==> config.mk <==
export PLATFORM = sky130hd
export DESIGN_NAME = nnbt_front
export DESIGN_NICKNAME = d
export VERILOG_FILES = /design/src/design/nnbt_pkg.sv /design/src/design/nnbt_front.sv
export SDC_FILE = /design/constraint.sdc
export NUM_CORES = 1
export LEC_CHECK = 0
export BUFFER_PORTS_ARGS = -buffer_cell sky130_fd_sc_hd__buf_2
export CAP_MARGIN = 20
export CELL_PAD_IN_SITES_DETAIL_PLACEMENT = 1
export CELL_PAD_IN_SITES_GLOBAL_PLACEMENT = 1
export CORE_AREA = 10 10 109 111
export DETAILED_ROUTE_END_ITERATION = 12
export DIE_AREA = 0 0 119 121
export PLACE_DENSITY = 0.8
export SETUP_SLACK_MARGIN = 0.15
export SYNTH_ARGS = -nofsm -noshare
export SYNTH_HDL_FRONTEND = slang
export SYNTH_SLANG_ARGS = --single-unit
==> constraint.sdc <==
create_clock -name clk -period 7.3 [get_ports clk]
set_input_delay 1.095 -clock clk [delete_from_list [all_inputs] [get_ports clk]]
set_output_delay 1.095 -clock clk [all_outputs]
set_load 0.05 [all_outputs]
==> src/design/nnbt_pkg.sv <==
package nnbt_pkg;

	localparam int MAX_TRACKS_DEF = 64;

	localparam int CFG_IDX_W  = 3;
	localparam int CFG_DATA_W = 16;

	localparam logic [CFG_IDX_W-1:0] CFG_MATCH_DIST = 3'd0;
	localparam logic [CFG_IDX_W-1:0] CFG_MAX_AGE    = 3'd1;
	localparam logic [CFG_IDX_W-1:0] CFG_RAD_GAIN   = 3'd2;
	localparam logic [CFG_IDX_W-1:0] CFG_RAD_FLOOR  = 3'd3;
	localparam logic [CFG_IDX_W-1:0] CFG_RAD_CEIL   = 3'd4;

	localparam logic OP_DET = 1'b0;
	localparam logic OP_EOF = 1'b1;

	localparam logic [1:0] KIND_REPLY = 2'd0;
	localparam logic [1:0] KIND_TRACK = 2'd1;
	localparam logic [1:0] KIND_EMPTY = 2'd2;

	localparam logic [14:0] INV_PI_Q16 = 15'd20861;
	localparam logic [23:0] PATH_MAX   = 24'hFFFFFF;
	localparam logic [15:0] ID_MAX     = 16'hFFFF;

	localparam logic [15:0] RST_MATCH_DIST = 16'd800;
	localparam logic [7:0]  RST_MAX_AGE    = 8'd10;
	localparam logic [11:0] RST_RAD_GAIN   = 12'd320;
	localparam logic [15:0] RST_RAD_FLOOR  = 16'd320;
	localparam logic [15:0] RST_RAD_CEIL   = 16'd4800;

	localparam int SQ_OP_W   = 36;
	localparam int SQ_ROOT_W = SQ_OP_W / 2;
	localparam int SQ_REM_W  = SQ_ROOT_W + 2;
	localparam int SQ_CNT_W  = $clog2(SQ_ROOT_W + 1);

	typedef struct packed {
		logic        opcode;
		logic [15:0] pos_x;
		logic [15:0] pos_y;
		logic [19:0] blob_area;
	} in_word_t;

	typedef struct packed {
		logic [1:0]  record_kind;
		logic [15:0] track_id;
		logic [15:0] out_x;
		logic [15:0] out_y;
		logic [19:0] out_area;
		logic [15:0] hit_count;
		logic [7:0]  frames_unseen;
		logic [23:0] path_length;
		logic [15:0] display_radius;
		logic        created_new;
		logic        dropped_full;
		logic        last_record;
	} out_word_t;

	typedef struct packed {
		logic [15:0] max_match_distance;
		logic [7:0]  max_track_age;
		logic [11:0] radius_gain;
		logic [15:0] radius_floor;
		logic [15:0] radius_ceiling;
	} cfg_t;

	typedef struct packed {
		logic        valid;
		logic        hit_now;
		logic [15:0] id;
		logic [15:0] x;
		logic [15:0] y;
		logic [19:0] area;
		logic [15:0] hits;
		logic [7:0]  age;
		logic [23:0] path;
		logic [15:0] radius;
	} slot_rec_t;

	localparam int REC_W = $bits(slot_rec_t);

	typedef struct packed {
		logic clearing;
	} front_ctl_t;

	typedef enum logic [4:0] {
		ST_CLEAR,
		ST_IDLE,
		ST_SCAN,
		ST_DIST,
		ST_DIST_W,
		ST_AREA,
		ST_RAD,
		ST_RAD_W,
		ST_RMUL,
		ST_CLAMP,
		ST_FETCH,
		ST_FETCH_W,
		ST_UPDATE,
		ST_EF_RD,
		ST_EF_DATA,
		ST_EF_PROC,
		ST_EF_END
	} eng_state_t;

	function automatic out_word_t make_out(input logic [1:0] kind, input slot_rec_t rec,
			input logic created, input logic dropped, input logic last);
		out_word_t o;
		o.record_kind    = kind;
		o.track_id       = rec.id;
		o.out_x          = rec.x;
		o.out_y          = rec.y;
		o.out_area       = rec.area;
		o.hit_count      = rec.hits;
		o.frames_unseen  = rec.age;
		o.path_length    = rec.path;
		o.display_radius = rec.radius;
		o.created_new    = created;
		o.dropped_full   = dropped;
		o.last_record    = last;
		return o;
	endfunction

endpackage

==> src/design/nnbt_front.sv <==
module nnbt_front (
	input  logic                 clk,
	input  logic                 arst_n,
	input  logic                 in_valid,
	output logic                 in_stall,
	input  nnbt_pkg::in_word_t   in_word,
	input  nnbt_pkg::front_ctl_t ctl,
	output logic                 q_valid,
	output nnbt_pkg::in_word_t   q_word,
	input  logic                 q_pop
);
	import nnbt_pkg::*;

	in_word_t   ent_q [2];
	logic       wptr_q;
	logic       rptr_q;
	logic [1:0] cnt_q;
	logic       push;

	assign in_stall = (cnt_q == 2'd2) || ctl.clearing;
	assign push     = in_valid && !in_stall;
	assign q_valid  = cnt_q != 2'd0;
	assign q_word   = ent_q[rptr_q];

	always_ff @(posedge clk or negedge arst_n) begin
		if (!arst_n) begin
			wptr_q <= 1'b0;
			rptr_q <= 1'b0;
			cnt_q  <= 2'd0;
		end else begin
			if (push) begin
				wptr_q <= !wptr_q;
			end
			if (q_pop) begin
				rptr_q <= !rptr_q;
			end
			cnt_q <= cnt_q + {1'b0, push} - {1'b0, q_pop};
		end
	end

	always_ff @(posedge clk) begin
		if (push) begin
			ent_q[wptr_q] <= in_word;
		end
	end
endmodule

Yosys cells after proc, flatten, opt, wreduce, memory -nomap -nowiden
Memories as Yosys holds them, arrays and structs flattened.
Cells that the tools add are included.
{ "word_totals": {"word_cells": 15, "ram_bits": 106, "in_bits": 58, "mem_count": 1, "register_bits": 4, "output_inout_bits": 55} }
{ "mem_list": {"columns": ["name", "depth", "width", "read_ports", "rd_ports_with_merged_regs", "wr", "line_no", "rtl"], "rows": [
  ["ent_q", 2, 53, 1, 0, 1, "nnbt_front.sv:14", "in_word_t ent_q [2];"]
]} }
{ "op_classes": {"addsub": 2, "n_eq_ne": 1, "reduce_logical": 6, "muxes": 2} }
{ "op_table": {"columns": ["operator", "n"], "rows": [
  ["1-bit zero test", 3],
  ["2-bit by 1-bit adder with 2-bit output", 1],
  ["2-bit == test, second input constant", 1],
  ["1-bit 2-to-1 mux", 2],
  ["2-bit nonzero test", 1],
  ["2-bit by 1-bit subtractor with 2-bit output", 1],
  ["1-bit logical AND", 1],
  ["1-bit logical OR", 1]
]} }

Depth between registers and ports, before layout
{ "logic_depth": {"ltp_word": 6, "depth_mapped": 7, "ltp_nobuf": 7} }

Worst setup path before layout
No wires, ideal clock.
{ "synth_timing": {"path_type": "input -> register", "start": "input ctl", "end": "memory ent_q[0][0] in the netlist's numbering (enable)", "setup_slack_ns": 3.272, "setup_time_ns": 0.464, "path_stages": 2, "path_buffers": 0, "required_time_ns": 6.836, "arrival_time_ns": 3.564, "cell_sequence": "nand3b_1 > nor2_1"} }
{ "synth_between": {"elab_chain_cells": 5} }
{ "synth_rtl": {"columns": ["element", "line_no", "rtl"], "rows": [
  ["start, declared", "nnbt_front.sv:7", "input nnbt_pkg::front_ctl_t ctl,"],
  ["1-bit logical OR", "nnbt_front.sv:20", "assign in_stall = (cnt_q == 2'd2) || ctl.clearing;"],
  ["1-bit zero test", "nnbt_front.sv:21", "assign push = in_valid && !in_stall;"],
  ["1-bit logical AND", "nnbt_front.sv:21", null],
  ["1-bit 2-to-1 mux", "nnbt_front.sv:42", "if (push) begin"],
  ["1-bit 2-to-1 mux (not written as such)", "nnbt_front.sv:43", "ent_q[wptr_q] <= in_word;"],
  ["end, declared", "nnbt_front.sv:14", null]
]} }
No other way between the ends.

==> flow_metrics.env <==
export IMPL_numCtsBuffers=9
export IMPL_fp_row_count=36
export IMPL_clock_sinks=110
export IMPL_r2r_end="ent_q[1][49]"
export IMPL_cts_root_buf="clkbuf_8"
export IMPL_io_buffers=112
export IMPL_hold_path_depth=1
export IMPL_hold_viol_final=0
export IMPL_r2r_setup_slack_ns=5.38
export IMPL_outcome="finished clean"
export IMPL_powerDensity_mw_per_mm2=404
export IMPL_path_class="reg2out"
export IMPL_power_frac_comb_pct=40.2
export IMPL_maxSlewViolCount=0
export IMPL_drc=0
export IMPL_post_cts_buffers=0
export IMPL_ys_top_cells_by_count="edfxtp_1, mux2_4, buf_12"
export IMPL_p_int_uw=1230
export IMPL_p_leak_uw=0.00203
export IMPL_clkPwrFrac_pct=16.4
export IMPL_start_util_pct=44.4
export IMPL_peakVddDrop_mv=0.232
export IMPL_dieWidth_um=119
export IMPL_cts_resized=0
export IMPL_r2r_cells=4
export IMPL_nets=362
export IMPL_pin_count=113
export IMPL_hold_start="cnt_q[0]"
export IMPL_ys_top_cells_by_area="edfxtp_1, mux2_4, buf_12"
export IMPL_num_antenna_cells=0
export IMPL_grt_pass1_vias=2392
export IMPL_hold_buffers=0
export IMPL_drt_vias_per_instance=4.72
export IMPL_dr_pass1_iters=4
export IMPL_maxCapViolCount=0
export IMPL_ys_async_sr_fraction_pct=3.64
export IMPL_cts_tree="done"
export IMPL_drtIter0Drc=54
export IMPL_hold_class="reg2reg"
export IMPL_crit_required_ns=6.20
export IMPL_wirelength_um=8230
export IMPL_final_util_pct=53.0
export IMPL_grt_usage_pct=11.1
export IMPL_worst_pin_slew_ns=1.01
export IMPL_antenna_found_initial=0
export IMPL_ys_seq_area_share_pct=76.8
export IMPL_gp_congestion=0.662
export IMPL_period_needed_ns=3.20
export IMPL_fillers=922
export IMPL_syn_area_sq_mm=0.00428
export IMPL_fin_tns_setup_ns=0
export IMPL_clock_path_buffers=2
export IMPL_finalSetupViolations=0
export IMPL_netSwitchingFraction_pct=40.1
export IMPL_yosysTopAreaCellShare_pct=74.4
export IMPL_synth_edf_count=106
export IMPL_clkLatencyLatePin_ns=0.35
export IMPL_placedInstanceArea_sq_mm=0.00493
export IMPL_avgRoutedWirePerCell_um=18.7
export IMPL_path_clk_slew_ns=0.09
export IMPL_r2r_start="cnt_q[1]"
export IMPL_htree_levels=3
export IMPL_synthesis_nets=243
export IMPL_ys_warn_count=0
export IMPL_avgSynthCellArea_sq_um=23.4
export IMPL_yosysMostFrequentCell="edfxtp_1"
export IMPL_grt_pass1_wl_um=12400
export IMPL_min_period_over_period_pct=43.9
export IMPL_core_area_sq_mm=0.00964
export IMPL_hold_path_end="cnt_q[0]"
export IMPL_stdcell_area_sq_mm=0.00510
export IMPL_synthDistinctLibCells=14
export IMPL_clock_skew_ns=0.00605
export IMPL_dp_hpwl_um=5740
export IMPL_syn_to_final_growth_pct=19.4
export IMPL_seqPwrFrac_pct=43.4
export IMPL_yosys_most_used_dff="edfxtp_1"
export IMPL_crit_path_max_fanout=54
export IMPL_max_freq_mhz=312
export IMPL_rsz0062_at_grt="false"
export IMPL_arrival_ns=2.11
export IMPL_drive_gt1_share_pct=59.6
export IMPL_slew_headroom_pct=33.0
export IMPL_switchingPower_uw=826
export IMPL_cp_end_kind="output port"
export IMPL_grt_max_degree=55
export IMPL_num_vias=2075
export IMPL_start_kind="register"
export IMPL_yosys_area_top_type="edfxtp_1"
export IMPL_ys_ff_latch=110
export IMPL_die_area_sq_mm=0.0144
export IMPL_grt_overflow=0
export IMPL_synth_cells=183
export IMPL_final_antenna_net_count=0
export IMPL_die_height_um=121
-- area by class of cell --
type / instances / area [sq um] / share of cell area (%)
clock inverter: 7 / 55.1 / 1.08
inverter: 2 / 7.51 / 0.147
clock buffer: 9 / 124 / 2.43
timing repair buffer: 114 / 576 / 11.3
tap: 133 / 166 / 3.26
sequential: 110 / 3290 / 64.4
multi-input combinational: 65 / 890 / 17.4
-- metal layers --
layer	global-route usage [%]	part of all wire [%]	wire length, um
met3	3.54	6.3	516
met4	4.81	1.5	121
met5	0	0	0
met1	12.1	41	3350
met2	19.5	52	4250
-- state kept, by name, summed over array words and instances, names as in the netlist --
register  count
rptr_q        1
ent_q       106
wptr_q        1
cnt_q         2
-- cell families after synthesis --
group,synth area share (%)
adders and majority gates,0.585
buffers and inverters,2.78
muxes,18.3
xor gates and xnor gates,0.819
and+or+nand+nor,0.790
DFF,76.8
-- placed cells by master (no fill, tap or decap), drive strengths merged --
master	instances
inv	2
nand2b	2
nand3b	1
or2	1
ha	2
xnor2	3
bufinv	1
buf	114
mux2	53
clkinv	6
dfrtp	4
nor2	2
xor2	1
edfxtp	106
clkbuf	9
-- worst max-delay path, stage by stage (launching register included) --
cell	delay [ns]
dfrtp_4	1.10
mux2_2	0.41
buf_2	0.21
-- worst max path at each step --
| stage | slack (ns) | start | depth (start not counted) | to |
|---|---|---|---|---|
| 6_report | 4.10 | rptr_q | 2 | q_word[2] |
| 5_1_grt | 4.00 | rptr_q | 2 | q_word[2] |
| 4_1_cts | 4.05 | rptr_q | 2 | q_word[52] |
| 3_5_place_dp | 4.47 | rptr_q | 2 | q_word[2] |
| 3_3_place_gp | 4.46 | rptr_q | 2 | q_word[52] |
| 2_1_floorplan | 3.27 | ctl | 2 | ent_q[0][0] |
-- power by group through the flow --
stage          logic, uW  registers, uW  clock network [uW]
6_report             828            894                 339
5_1_grt              865            909                 375
4_1_cts              842            899                 355
3_5_place_dp         841            913                   0
3_3_place_gp         834            906                   0
2_1_floorplan        804            825                   0
-- stage by stage --
stage	hold WS, ns	power (uW)	worst slack [ns]	cells
after floorplan	0.468	1630	3.27	183
after global placement	0.494	1740	4.46	424
after detailed placement	0.504	1750	4.47	424
after CTS	0.518	2100	4.05	440
after global routing	0.519	2150	4.00	440
final	0.524	2060	4.10	440
(Power assumes the default switching activity.)
